--- src/rtl/cssc_pkg.sv ---
// Shared types and constants for the comment stripper and space collapser.
`timescale 1ns / 1ps

package cssc_pkg;

    // Character codes the scanner reacts to.
    localparam logic [7:0] CH_SLASH     = 8'h2F;
    localparam logic [7:0] CH_STAR      = 8'h2A;
    localparam logic [7:0] CH_QUOTE     = 8'h22;
    localparam logic [7:0] CH_BACKSLASH = 8'h5C;
    localparam logic [7:0] CH_NEWLINE   = 8'h0A;
    localparam logic [7:0] CH_SPACE     = 8'h20;
    localparam logic [7:0] CH_TAB       = 8'h09;
    localparam logic [7:0] CH_VTAB      = 8'h0B;
    localparam logic [7:0] CH_FORMFEED  = 8'h0C;
    localparam logic [7:0] CH_RETURN    = 8'h0D;

    // Step queue between the scanner and the output stage.
    localparam int QUEUE_DEPTH = 4;
    localparam int QUEUE_AW    = $clog2(QUEUE_DEPTH);

    // Scanner mode, one-hot.
    typedef enum logic [3:0] {
        MODE_LOOK   = 4'b0001,
        MODE_LINE   = 4'b0010,
        MODE_BLOCK  = 4'b0100,
        MODE_STRING = 4'b1000
    } t_mode;

    // Input beat.
    typedef struct packed {
        logic [7:0] in_byte;
        logic       in_last;
    } t_in;

    // Output beat.
    typedef struct packed {
        logic [7:0] out_byte;
        logic       out_valid;
        logic       out_last;
    } t_out;

    // All results caused by one input byte: one or two output beats.
    typedef struct packed {
        t_out item0;
        t_out item1;
        logic two;
    } t_step;

endpackage

--- src/rtl/cssc_front.sv ---
// Scanner: accepts input bytes, tracks comment and string state, builds result steps.
`timescale 1ns / 1ps

module cssc_front import cssc_pkg::*; (
    input  logic  i_clk,
    input  logic  i_rst_n,
    input  logic  i_in_valid,
    output logic  o_in_ready,
    input  t_in   i_in_data,
    input  logic  i_full,
    output logic  o_push,
    output t_step o_step
);

    t_mode      r_mode, n_mode;
    logic       r_gave, n_gave;
    logic       r_held, n_held;
    logic       r_star, n_star;
    logic       r_esc,  n_esc;

    logic [1:0] e_cnt;
    logic [7:0] e_b0;
    logic [7:0] e_b1;
    logic       do_look;
    logic       accept;
    logic [7:0] c;
    logic       c_ws;

    assign c      = i_in_data.in_byte;
    assign c_ws   = (c == CH_SPACE) || (c == CH_TAB) || (c == CH_NEWLINE) ||
                    (c == CH_VTAB) || (c == CH_FORMFEED) || (c == CH_RETURN);
    assign o_in_ready = !i_full;
    assign accept = i_in_valid && o_in_ready;

    // Next scanner state and the bytes this input emits.
    always_comb begin
        n_mode  = r_mode;
        n_gave  = r_gave;
        n_held  = r_held;
        n_star  = r_star;
        n_esc   = r_esc;
        e_cnt   = 2'd0;
        e_b0    = 8'h00;
        e_b1    = 8'h00;
        do_look = 1'b0;

        case (r_mode)
            MODE_LOOK: begin
                if (r_held) begin
                    n_held = 1'b0;
                    if (c == CH_SLASH) begin
                        n_mode = MODE_LINE;
                    end else if (c == CH_STAR) begin
                        n_mode = MODE_BLOCK;
                        n_star = 1'b0;
                    end else begin
                        e_b0    = CH_SLASH;
                        e_cnt   = 2'd1;
                        do_look = 1'b1;
                    end
                end else begin
                    do_look = 1'b1;
                end
            end
            MODE_LINE: begin
                if (c == CH_NEWLINE) begin
                    n_mode = MODE_LOOK;
                    if (!r_gave) begin
                        e_b0   = CH_SPACE;
                        e_cnt  = 2'd1;
                        n_gave = 1'b1;
                    end
                end
            end
            MODE_BLOCK: begin
                if (r_star && (c == CH_SLASH)) begin
                    n_mode = MODE_LOOK;
                    n_star = 1'b0;
                end else begin
                    n_star = (c == CH_STAR);
                end
            end
            MODE_STRING: begin
                e_b0  = c;
                e_cnt = 2'd1;
                if (r_esc) begin
                    n_esc = 1'b0;
                end else if (c == CH_BACKSLASH) begin
                    n_esc = 1'b1;
                end else if (c == CH_QUOTE) begin
                    n_mode = MODE_LOOK;
                end
            end
            default: begin
                n_mode = MODE_LOOK;
            end
        endcase

        // A byte seen while looking with no slash pending.
        if (do_look) begin
            if (c == CH_SLASH) begin
                n_held = 1'b1;
                n_gave = 1'b0;
            end else if (c_ws) begin
                if (!r_gave) begin
                    n_gave = 1'b1;
                    if (e_cnt == 2'd0) begin
                        e_b0 = CH_SPACE;
                    end else begin
                        e_b1 = CH_SPACE;
                    end
                    e_cnt = e_cnt + 2'd1;
                end
            end else begin
                n_gave = 1'b0;
                if (e_cnt == 2'd0) begin
                    e_b0 = c;
                end else begin
                    e_b1 = c;
                end
                e_cnt = e_cnt + 2'd1;
                if (c == CH_QUOTE) begin
                    n_mode = MODE_STRING;
                    n_esc  = 1'b0;
                end
            end
        end

        // The final byte flushes a pending slash and resets the scanner.
        if (i_in_data.in_last) begin
            if (n_held && (e_cnt != 2'd2)) begin
                if (e_cnt == 2'd0) begin
                    e_b0 = CH_SLASH;
                end else begin
                    e_b1 = CH_SLASH;
                end
                e_cnt = e_cnt + 2'd1;
            end
            n_mode = MODE_LOOK;
            n_gave = 1'b0;
            n_held = 1'b0;
            n_star = 1'b0;
            n_esc  = 1'b0;
        end
    end

    // Pack the emitted bytes into a step; the final step always carries a beat.
    always_comb begin
        o_step.item0 = '{out_byte: e_b0, out_valid: 1'b1, out_last: 1'b0};
        o_step.item1 = '{out_byte: e_b1, out_valid: 1'b1, out_last: 1'b0};
        o_step.two   = (e_cnt == 2'd2);
        if (i_in_data.in_last) begin
            if (e_cnt == 2'd0) begin
                o_step.item0 = '{out_byte: 8'h00, out_valid: 1'b0, out_last: 1'b1};
            end else if (e_cnt == 2'd1) begin
                o_step.item0.out_last = 1'b1;
            end else begin
                o_step.item1.out_last = 1'b1;
            end
        end
    end

    assign o_push = accept && ((e_cnt != 2'd0) || i_in_data.in_last);

    // Scanner state registers.
    always_ff @(posedge i_clk) begin
        if (!i_rst_n) begin
            r_mode <= MODE_LOOK;
            r_gave <= 1'b0;
            r_held <= 1'b0;
            r_star <= 1'b0;
            r_esc  <= 1'b0;
        end else if (accept) begin
            r_mode <= n_mode;
            r_gave <= n_gave;
            r_held <= n_held;
            r_star <= n_star;
            r_esc  <= n_esc;
        end
    end

endmodule

--- src/rtl/cssc_queue.sv ---
// Small step queue that decouples the scanner from the output stage.
`timescale 1ns / 1ps

module cssc_queue import cssc_pkg::*; (
    input  logic  i_clk,
    input  logic  i_rst_n,
    input  logic  i_push,
    input  t_step i_step,
    input  logic  i_pop,
    output logic  o_full,
    output logic  o_head_valid,
    output t_step o_head
);

    t_step                 r_mem [QUEUE_DEPTH];
    logic [QUEUE_AW:0]     r_wr, n_wr;
    logic [QUEUE_AW:0]     r_rd, n_rd;

    assign o_full       = (r_wr[QUEUE_AW] != r_rd[QUEUE_AW]) &&
                          (r_wr[QUEUE_AW-1:0] == r_rd[QUEUE_AW-1:0]);
    assign o_head_valid = (r_wr != r_rd);
    assign o_head       = r_mem[r_rd[QUEUE_AW-1:0]];

    assign n_wr = r_wr + (QUEUE_AW+1)'(1);
    assign n_rd = r_rd + (QUEUE_AW+1)'(1);

    // Storage; the scanner never pushes while full.
    always_ff @(posedge i_clk) begin
        if (i_push) begin
            r_mem[r_wr[QUEUE_AW-1:0]] <= i_step;
        end
    end

    // Pointers.
    always_ff @(posedge i_clk) begin
        if (!i_rst_n) begin
            r_wr <= '0;
            r_rd <= '0;
        end else begin
            if (i_push) begin
                r_wr <= n_wr;
            end
            if (i_pop) begin
                r_rd <= n_rd;
            end
        end
    end

endmodule

--- src/rtl/cssc_back.sv ---
// Output stage: unpacks queued steps into single beats behind an output register.
`timescale 1ns / 1ps

module cssc_back import cssc_pkg::*; (
    input  logic  i_clk,
    input  logic  i_rst_n,
    input  logic  i_head_valid,
    input  t_step i_head,
    output logic  o_pop,
    output logic  o_out_valid,
    input  logic  i_out_ready,
    output t_out  o_out_data
);

    logic r_valid, n_valid;
    t_out r_item,  n_item;
    logic r_sel,   n_sel;
    logic load;
    logic final_beat;

    assign load       = !r_valid || i_out_ready;
    assign final_beat = r_sel || !i_head.two;

    // Choose the next beat from the head step; pop once its last beat is loaded.
    always_comb begin
        n_valid = r_valid;
        n_item  = r_item;
        n_sel   = r_sel;
        o_pop   = 1'b0;
        if (load) begin
            n_valid = i_head_valid;
            if (i_head_valid) begin
                n_item = r_sel ? i_head.item1 : i_head.item0;
                o_pop  = final_beat;
                n_sel  = !final_beat;
            end
        end
    end

    // Output register.
    always_ff @(posedge i_clk) begin
        if (!i_rst_n) begin
            r_valid <= 1'b0;
            r_sel   <= 1'b0;
        end else begin
            r_valid <= n_valid;
            r_sel   <= n_sel;
        end
    end

    always_ff @(posedge i_clk) begin
        r_item <= n_item;
    end

    assign o_out_valid = r_valid;
    assign o_out_data  = r_item;

endmodule

--- src/rtl/comment_strip_space_collapse.sv ---
// Top level of the streaming C comment stripper with whitespace collapsing.
`timescale 1ns / 1ps

// Takes source text one byte per beat and returns it with line and block
// comments removed and every whitespace run outside strings turned into one
// space; string literals, escapes included, pass unchanged. A beat with
// in_last set ends the text: a held slash is flushed, the final output beat
// carries out_last, and a bare end marker (out_valid low) is sent when that
// byte yields nothing. An input byte is accepted every cycle while the
// four-entry step queue has room; each byte yields zero, one or two output
// beats, and the output register drains one beat per cycle while
// i_out_ready is high. An input beat reaches its first output beat through
// the step queue and then the output register.
module comment_strip_space_collapse import cssc_pkg::*; (
    input  logic i_clk,
    input  logic i_rst_n,
    input  logic i_in_valid,
    output logic o_in_ready,
    input  t_in  i_in_data,
    output logic o_out_valid,
    input  logic i_out_ready,
    output t_out o_out_data
);

    logic  push;
    logic  pop;
    logic  full;
    logic  head_valid;
    t_step step;
    t_step head;

    cssc_front u_front (
        .i_clk      (i_clk),
        .i_rst_n    (i_rst_n),
        .i_in_valid (i_in_valid),
        .o_in_ready (o_in_ready),
        .i_in_data  (i_in_data),
        .i_full     (full),
        .o_push     (push),
        .o_step     (step)
    );

    cssc_queue u_queue (
        .i_clk        (i_clk),
        .i_rst_n      (i_rst_n),
        .i_push       (push),
        .i_step       (step),
        .i_pop        (pop),
        .o_full       (full),
        .o_head_valid (head_valid),
        .o_head       (head)
    );

    cssc_back u_back (
        .i_clk        (i_clk),
        .i_rst_n      (i_rst_n),
        .i_head_valid (head_valid),
        .i_head       (head),
        .o_pop        (pop),
        .o_out_valid  (o_out_valid),
        .i_out_ready  (i_out_ready),
        .o_out_data   (o_out_data)
    );

    // The output stage only pops a step that is present.
    assert property (@(posedge i_clk) disable iff (!i_rst_n) pop |-> head_valid)
        else $error("pop from an empty step queue");

    // The scanner never writes into a full queue.
    assert property (@(posedge i_clk) disable iff (!i_rst_n) push |-> !full)
        else $error("push into a full step queue");

    // A bare end marker is always the last beat of a text and carries a zero byte.
    assert property (@(posedge i_clk) disable iff (!i_rst_n)
        (o_out_valid && !o_out_data.out_valid) |->
            (o_out_data.out_last && (o_out_data.out_byte == 8'h00)))
        else $error("bare end marker without last flag or with a nonzero byte");

endmodule
--- config.mk ---
export PLATFORM = sky130hd
export DESIGN_NAME = comment_strip_space_collapse
export DESIGN_NICKNAME = d
export VERILOG_FILES = /design/src/rtl/cssc_pkg.sv /design/src/rtl/cssc_front.sv /design/src/rtl/cssc_queue.sv /design/src/rtl/cssc_back.sv /design/src/rtl/comment_strip_space_collapse.sv
export SDC_FILE = /design/constraint.sdc
export NUM_CORES = 1
export LEC_CHECK = 0
export BUFFER_PORTS_ARGS = -buffer_cell sky130_fd_sc_hd__buf_2
export CORE_MARGIN = 2
export CORE_UTILIZATION = 55
export DETAILED_ROUTE_END_ITERATION = 12
export PLACE_DENSITY = 0.73
export SLEW_MARGIN = 20
export SYNTH_ARGS = -nofsm -noshare
export SYNTH_HDL_FRONTEND = slang
export SYNTH_SLANG_ARGS = --single-unit
--- constraint.sdc ---
create_clock -name i_clk -period 4.2 [get_ports i_clk]
set_input_delay 0.63 -clock i_clk [delete_from_list [all_inputs] [get_ports i_clk]]
set_output_delay 0.63 -clock i_clk [all_outputs]
set_load 0.05 [all_outputs]
==> results of run 1 <==
power groups by stage:
stage          Combinational (uW)  Clock, uW  Sequential [uW]
2_1_floorplan                 320          0             1530
3_3_place_gp                  619          0             1380
3_5_place_dp                  629          0             1380
4_1_cts                       630        598             1350
5_1_grt                       665        636             1370
6_report                      620        587             1350
worst max-delay path, stage by stage (launching register included):
cell and delay [ns]:
dfxtp_1 0.43, or4b_1 0.70, o21ai_1 0.17, inv_1 0.10, o21ai_0 0.09, ha_1 0.16
nor2_1 0.04, o21ai_0 0.08, o311ai_2 0.14, and2_1 0.23, ha_1 0.25, nor3b_1 0.24
a21oi_2 0.15, a211o_1 0.34, a21oi_4 0.32, a21oi_1 0.15
path summary, 6_finish.rpt:
| kind | slack, ns | end | from | depth (start not counted) |
|---|---|---|---|---|
| worst min-delay path | 0.49 | u_queue.r_wr[2] | u_queue.r_wr[2] | 2 |
| worst min register to register | 0.49 | u_queue.r_wr[2] | u_queue.r_wr[2] | 2 |
| worst max register to register | 0.32 | u_queue.r_mem[2][13] | u_front.r_mode[1] | 15 |
| worst max-delay path | 0.32 | u_queue.r_mem[2][13] | u_front.r_mode[1] | 15 |
routing by layer:
metal | share of wire, % | vias up | GRT usage, %
li1 | - | 1385 | -
met1 | 47 | 1451 | 28.7
met5 | 0 | - | 0
met3 | 4.1 | 13 | 3.69
met4 | 2.0 | 0 | 7.69
met2 | 47 | 60 | 32.5
kinds of logic after synthesis:
group | count (synthesis) | share of synthesized area, %
adder cells (fa/ha/maj) | 8 | 2.02
AO/OA/AOI/OAI | 58 | 8.67
buffers and inverters | 23 | 1.99
flip-flops | 108 | 61.7
AND/OR/NAND/NOR | 110 | 12.3
multiplexers | 32 | 11.7
XOR/XNOR | 9 | 1.59
cell type report:
| class | instances | area (um^2) |
|---|---|---|
| tap | 108 | 135 |
| clock buffer | 9 | 124 |
| multi-input combinational | 217 | 1810 |
| inverter | 8 | 30.0 |
| fill | 644 | 3300 |
| timing repair buffer | 36 | 210 |
| clock inverter | 7 | 51.3 |
| sequential | 108 | 3060 |
registers in the layout (all words and copies together) (netlist names), named ones only:
signal	count
u_queue.r_mem	80
u_front.r_star	1
u_front.r_held	1
u_front.r_gave	1
u_queue.r_wr	3
u_back.r_sel	1
u_back.o_out_data	10
u_queue.r_rd	3
u_front.r_esc	1
u_back.o_out_valid	1
u_front.r_mode	4
stage by stage:
stage	setup WS, ns	hold slack, ns	total power [uW]	instances	utilization (%)
6_report	0.316	0.485	2560	493	62.2
2_1_floorplan	0.294	0.454	1850	348	-
3_5_place_dp	0.130	0.473	2010	477	60.1
4_1_cts	0.294	0.487	2580	493	62.1
5_1_grt	0.0496	0.506	2670	493	62.2
3_3_place_gp	0.237	0.467	1990	477	60.1
timing repair:
item	CTS	global route
resized for setup	0	2
hold buffers	0	0
hold endpoints to repair	0	0
setup endpoints to repair	0	9
cell usage in the layout, fill, tap and decap left out, drive strengths merged, types with 5 or more instances in the layout:
cell    instances
a21o            6
and2           15
o21ai          19
inv            10
mux2            9
nor2           20
a21oi          13
buf            36
clkbuf          9
edfxtp         90
dfxtp          18
xnor2           6
nand2          27
mux4           20
ha              8
nor3            5
nand3           7
nor2b           8
==> impl_metrics.py, run 1 <==
metrics = {
    "clock_tree": {
        "post-cts-setup-buffers": 0,
        "h-tree-depth": 3,
        "cts_buffers": 9,
        "cts.clk_slew.worst_paths_ns": 0.10,
        "root_buffer": "clkbuf_8",
        "clk_latency_ns": 0.37,
        "ctsLongestPathBuffers": 2,
        "cts.sinks": 108,
        "cts_tree": "done",
    },
    "place": {
        "portBuffers": 24,
        "place_congestion": 0.952,
        "dpl_cell_area_um2": 5240,
        "hpwl_mm": 6.22,
    },
    "timing": {
        "maxSlewHeadroom_pct": 31.9,
        "worst_slew_pin_slew_ns": 1.02,
        "setup_tns_ns": 0,
        "period_minus_slack_ns": 3.88,
        "setup_violations": 0,
        "finalClockSkew_ns": 0.00593,
        "min_period_over_period_pct": 92.5,
        "hold_viol_final": 0,
        "max_freq_mhz": 257,
        "drv_slew": 0,
        "rsz0062_at_grt": "no",
    },
    "power_and_ir_drop": {
        "power.switching_uw": 814,
        "p_seq_share_pct": 52.8,
        "p_comb_share_pct": 24.2,
        "powerDensity_nw_per_um2": 472,
        "sw_frac_of_total_pct": 31.8,
        "internal_power_uw": 1750,
        "leakagePower_uw": 0.00187,
        "ir_drop_v": 0.000237,
        "power.share.clock_pct": 23.0,
    },
    "logic_synthesis": {
        "synth_top_area_share_pct": 54.4,
        "synth_seq_area_share_pct": 61.7,
        "avgSynthCellArea_um2": 14.3,
        "yosysWarnings": 0,
        "synth_ff_type": "edfxtp_1",
        "syn_area_um2": 4960,
        "ys_types": 58,
        "synthArstFlopShare_pct": 0,
        "ys_ff_latch": 108,
        "post-synth-top-count-cell": "edfxtp_1",
        "synth_top_area_cell": "edfxtp_1",
        "synth_edf_count": 90,
        "syn_nets": 369,
        "synth_common_cells": "edfxtp_1 (90), nand2_1 (27), mux4_2 (20)",
        "ys_top_cells_by_area": "edfxtp_1 (54%), mux4_2 (9.1%), dfxtp_1 (7.3%)",
        "synthCells": 348,
    },
    "final_layout": {
        "final_area_um2": 5420,
        "drive_gt1_share_pct": 25.7,
        "n_antenna_cell": 0,
        "finish.net_count": 401,
        "area_delta_synth_final_pct": 9.25,
    },
    "die": {
        "die_area_um2": 9800,
        "die_y_um": 99.0,
        "rows": 34,
        "die_w_um": 99.0,
        "ioPinCount": 25,
        "coreArea_um2": 8720,
        "start_util_pct": 56.9,
    },
    "setup_path": {
        "cp.arrival_ns": 3.98,
        "crit_fanout": 10,
        "cp-end-kind": "flop",
        "critical_path_class": "reg -> reg",
        "cp.required_ns": 4.29,
        "cp-start-kind": "flop",
    },
    "global_routing": {
        "grt_overflow": 0,
        "antenna_found_initial": 0,
        "gr-usage-all-layers_pct": 20.5,
        "grt_pass1_wl_mm": 15.4,
        "grt_pass1_vias": 2886,
        "grt_max_degree": 22,
    },
    "route": {
        "routed_via_density": 5.90,
        "wl_mm": 9.43,
        "drc": 0,
        "drt_iter0_markers": 175,
        "ant_nets": 0,
        "vias": 2909,
        "avgRoutedWirePerCell_um": 19.1,
        "firstDrtPassIters": 4,
    },
    "min_path": {
        "hold_path.class": "reg -> reg",
    },
    "outcome": {
        "status": "complete, no violations",
    },
    "job": {
        "cap_violations": 0,
    },
}
Note: power is estimated with default switching activity, not from simulation.
==> run 2, diff against run 1 <==
Settings changed: BUFFER_PORTS_ARGS -buffer_cell sky130_fd_sc_hd__buf_2 to -buffer_cell sky130_fd_sc_hd__buf_4.
==> impl_metrics.py, run 2 (synthesis gave the netlist of run 1 again) <==
metrics = {
    "route": {
        "routed_via_density": 5.95,
        "wl_mm": 9.27,
        "drc": 0,
        "ant_nets": 0,
        "firstDrtPassIters": 5,
        "avgRoutedWirePerCell_um": 18.7,
        "drt_iter0_markers": 194,
        "vias": 2946,
    },
    "clock_tree": {
        "ctsLongestPathBuffers": 2,
        "cts_buffers": 9,
        "h-tree-depth": 3,
        "clk_latency_ns": 0.37,
        "cts_tree": "done",
        "cts.clk_slew.worst_paths_ns": 0.11,
        "root_buffer": "clkbuf_8",
        "cts.sinks": 108,
    },
    "place": {
        "dpl.cell_count": 479,
        "dpl_cell_area_um2": 5320,
        "portBuffers": 24,
        "hpwl_mm": 6.19,
        "place_congestion": 0.950,
        "place_ws_ns": 0.147,
    },
    "final_layout": {
        "area_delta_synth_final_pct": 11.4,
        "layout_common_cells": "edfxtp_1 (90), buf_4 (38), nand2_1 (27)",
        "finish.net_count": 403,
        "final_area_um2": 5530,
        "multi_input_area_um2": 1810,
        "largest_register_ffs": 80,
        "final_common_cell": "edfxtp_1",
        "seq_area_um2": 3060,
        "drive_gt1_share_pct": 25.6,
        "fill_cells": 638,
        "final_cells": 495,
        "n_antenna_cell": 0,
    },
    "timing": {
        "drv_slew": 0,
        "finalClockSkew_ns": 0.0161,
        "setup_violations": 0,
        "period_minus_slack_ns": 3.79,
        "worst_slack_ns": 0.406,
        "hold_viol_final": 0,
        "worst_slew_pin_slew_ns": 1.05,
        "setup_tns_ns": 0,
        "timing.hold.ws_ns": 0.490,
        "max_freq_mhz": 264,
        "maxSlewHeadroom_pct": 30.1,
        "rsz0062_at_grt": "no",
        "min_period_over_period_pct": 90.3,
    },
    "power_and_ir_drop": {
        "powerDensity_nw_per_um2": 482,
        "leakagePower_uw": 0.00192,
        "ir_drop_v": 0.000221,
    },
    "setup_path": {
        "cp.arrival_ns": 3.87,
        "critical_path_class": "reg -> reg",
        "max_stage_delay_ns": 0.63,
        "cp.required_ns": 4.28,
        "crit_family": "compound AO/OA/AOI/OAI gates",
        "crit_chain": "or4b_1, o21ai_1, inv_1, o21ai_0, ha_1, nor2_1, o21ai_0, o311ai_2, and2_1, ha_1, nor3b_1, a21oi_2, a211o_1, a21oi_4, a31oi_1",
        "crit_path_top_delay_cell": "or4b_1",
        "crit_fanout": 9,
        "cp-start-kind": "flop",
        "critPathBufInv": 1,
        "reg2reg_setup_slack_ns": 0.41,
        "cp-end-kind": "flop",
    },
    "global_routing": {
        "grt_pass1_vias": 2975,
        "antenna_found_initial": 0,
        "grt_overflow": 0,
        "grt_max_degree": 22,
        "gr-usage-all-layers_pct": 20.3,
        "grt_pass1_wl_mm": 15.2,
    },
    "die": {
        "die_w_um": 99.0,
        "rows": 34,
        "start_util_pct": 56.9,
        "ioPinCount": 25,
        "die_y_um": 99.0,
        "coreArea_um2": 8720,
        "die_area_um2": 9800,
    },
    "min_path": {
        "hold_path.class": "reg -> reg",
    },
    "outcome": {
        "status": "complete, no violations",
    },
    "job": {
        "cap_violations": 0,
    },
}
[run 2: path summary, 6_finish.rpt]
path / startpoint / end / cells past startpoint
worst max-delay path: u_front.r_mode[3] / u_queue.r_mem[3][17] / 15
worst min-delay path: u_queue.r_wr[2] / u_queue.r_wr[2] / 2
worst max register to register: u_front.r_mode[3] / u_queue.r_mem[3][17] / 15
worst min register to register: u_queue.r_wr[2] / u_queue.r_wr[2] / 2
[run 2: final cells by class]
type	instances	area share (%)
clock buffer	9	2.24
clock inverter	7	1.49
inverter	8	0.543
multi-input combinational	217	32.7
sequential	108	55.4
tap	108	2.44
timing repair buffer	38	5.16
[run 2: worst min-delay path: stages, from the launching register on]
cell     delay (ns)
dfxtp_1        0.34
nand2_1        0.06
mux2i_1        0.05
[run 2: stage by stage]
step | total power [uW] | util (%)
3_3_place_gp | 2030 | 60.9
5_1_grt | 2780 | 63.4
6_report | 2660 | 63.4
3_5_place_dp | 2040 | 60.9
2_1_floorplan | 1850 | -
4_1_cts | 2690 | 63.3
[run 2: power by group]
group / total, uW / internal [uW] / switching, uW
clock network: 661 / 287 / 375
logic: 646 / 269 / 377
registers: 1350 / 1290 / 65.2
total: 2660 / 1840 / 817
[run 2: per-layer routing]
metal | global-route usage (%) | vias to the layer above | routed length, um
met5 | 0 | - | 0
met4 | 6.01 | 0 | 108
met3 | 3.48 | 13 | 436
met2 | 33.8 | 81 | 4530
met1 | 27.7 | 1456 | 4200
li1 | - | 1396 | -
[run 2: timing repair]
| action | CTS | global route |
|---|---|---|
| resized for setup | 0 | 1 |
| setup endpoints to repair | 0 | 32 |
| hold buffers | 0 | 0 |
| setup buffers | 0 | 0 |
==> run 3, diff against run 2 <==
Settings changed: PLACE_DENSITY 0.73 to unset, PLACE_DENSITY_LB_ADDON set to 0.1.
==> impl_metrics.py, run 3 (synthesis gave the netlist of run 1 again) <==
metrics = {
    "outcome": {
        "status": "complete, no violations",
    },
    "global_routing": {
        "grt_pass1_wl_mm": 15.0,
        "grt_max_degree": 22,
        "antenna_found_initial": 0,
        "grt_overflow": 0,
        "gr-usage-all-layers_pct": 20.2,
        "grt_pass1_vias": 2807,
    },
    "timing": {
        "period_minus_slack_ns": 3.91,
        "timing.hold.ws_ns": 0.491,
        "finalClockSkew_ns": 0.0127,
        "max_freq_mhz": 256,
        "setup_tns_ns": 0,
        "min_period_over_period_pct": 93.2,
        "drv_slew": 0,
        "worst_slew_pin_slew_ns": 1.02,
        "setup_violations": 0,
        "maxSlewHeadroom_pct": 32.0,
        "worst_slack_ns": 0.286,
        "rsz0062_at_grt": "no",
        "hold_viol_final": 0,
    },
    "final_layout": {
        "n_antenna_cell": 0,
        "seq_area_um2": 3060,
        "layout_common_cells": "edfxtp_1 (90), buf_4 (38), nand2_1 (27)",
        "finish.net_count": 403,
        "area_delta_synth_final_pct": 11.3,
        "drive_gt1_share_pct": 25.8,
        "fill_cells": 649,
        "final_common_cell": "edfxtp_1",
        "largest_register_ffs": 80,
        "multi_input_area_um2": 1810,
    },
    "power_and_ir_drop": {
        "powerDensity_nw_per_um2": 479,
        "ir_drop_v": 0.000268,
        "leakagePower_uw": 0.00191,
    },
    "die": {
        "die_w_um": 99.0,
        "rows": 34,
        "start_util_pct": 56.9,
        "die_area_um2": 9800,
        "ioPinCount": 25,
        "coreArea_um2": 8720,
        "die_y_um": 99.0,
    },
    "min_path": {
        "hold_path.class": "reg -> reg",
        "hold_path_startpoint": "u_queue.r_wr[2]",
    },
    "clock_tree": {
        "root_buffer": "clkbuf_8",
        "cts_resized": 0,
        "cts.sinks": 108,
        "post-cts-setup-buffers": 0,
        "cts_hold_buf": 0,
        "ctsLongestPathBuffers": 2,
        "cts.clk_slew.worst_paths_ns": 0.10,
        "h-tree-depth": 3,
        "cts_tree": "done",
        "clk_latency_ns": 0.36,
        "cts_buffers": 9,
    },
    "place": {
        "place_congestion": 0.938,
        "portBuffers": 24,
        "hpwl_mm": 6.06,
        "place_ws_ns": 0.123,
    },
    "setup_path": {
        "crit_fanout": 10,
        "critical_path_class": "reg -> reg",
        "cp-start-kind": "flop",
        "r2r_cells": 16,
        "rr_startpoint": "u_front.r_mode[1]",
        "cp-end-kind": "flop",
        "r2r_end": "u_queue.r_mem[3][12]",
        "cp.arrival_ns": 3.99,
        "cp.required_ns": 4.28,
        "reg2reg_setup_slack_ns": 0.29,
        "crit_start": "u_front.r_mode[1]",
        "crit_end": "u_queue.r_mem[3][12]",
    },
    "job": {
        "cap_violations": 0,
    },
    "route": {
        "routed_via_density": 5.76,
        "firstDrtPassIters": 4,
        "avgRoutedWirePerCell_um": 18.3,
        "drc": 0,
        "drt_iter0_markers": 132,
        "wl_mm": 9.07,
        "ant_nets": 0,
        "vias": 2850,
    },
}
run 3: changes by cell type in the layout (fill, tap and decap cells not counted), sizes merged:
cell,change
clkinv,-1
inv,+1
run 3: worst max-delay path, stage by stage, from the launching register on:
cell and delay [ns]:
dfxtp_1 0.42, or4b_1 0.70, o21ai_1 0.17, inv_1 0.10
o21ai_0 0.10, ha_1 0.26, nor2_1 0.09, o21ai_0 0.11
o311ai_2 0.11, and2_1 0.26, ha_1 0.24, nor3b_1 0.08
a21oi_2 0.25, buf_4 0.17, nand3_1 0.11, a21oi_4 0.32
a21oi_1 0.14
run 3: per-stage QoR:
| step | cells | cell area, um^2 | total power [uW] | util, % |
|---|---|---|---|---|
| 2_1_floorplan | 348 | 4960 | 1850 | - |
| 3_3_place_gp | 479 | 5320 | 2040 | 60.9 |
| 3_5_place_dp | 479 | 5320 | 2040 | 60.9 |
| 4_1_cts | 495 | 5520 | 2680 | 63.3 |
| 5_1_grt | 495 | 5530 | 2760 | 63.4 |
| 6_report | 495 | 5530 | 2650 | 63.4 |
run 3: how the worst min path moves through the flow:
stage                       to  cells past startpoint  slack (ns)
2_1_floorplan  u_queue.r_wr[2]                      2        0.45
3_3_place_gp   u_queue.r_wr[2]                      2        0.47
3_5_place_dp   u_queue.r_wr[2]                      2        0.48
4_1_cts        u_queue.r_wr[2]                      2        0.50
5_1_grt        u_queue.r_wr[2]                      2        0.53
6_report       u_queue.r_wr[2]                      2        0.49
run 3: area by class of cell:
type	count	share of cell area (%)
clock inverters	7	1.45
inverters	8	0.543
repair buffers	38	5.16
multi-input cells	217	32.7
flip-flops and latches	108	55.4
clock buffers	9	2.24
well taps	108	2.45
run 3: per-layer routing:
layer,vias to the layer above,global-route usage [%],routed length [um],share of wire [%]
met5,-,0,0,0
met4,0,5.58,51,0.56
met3,4,3.90,354,3.9
met2,53,31.7,4400,48
met1,1405,29.1,4270,47
li1,1388,-,-,-
run 3: where the power goes:
part / internal (uW) / leakage [uW] / switching [uW]
sequential: 1290 / 0.000977 / 63.3
clock: 286 / 0.000104 / 358
combinational: 270 / 0.000832 / 381
total: 1840 / 0.00191 / 802
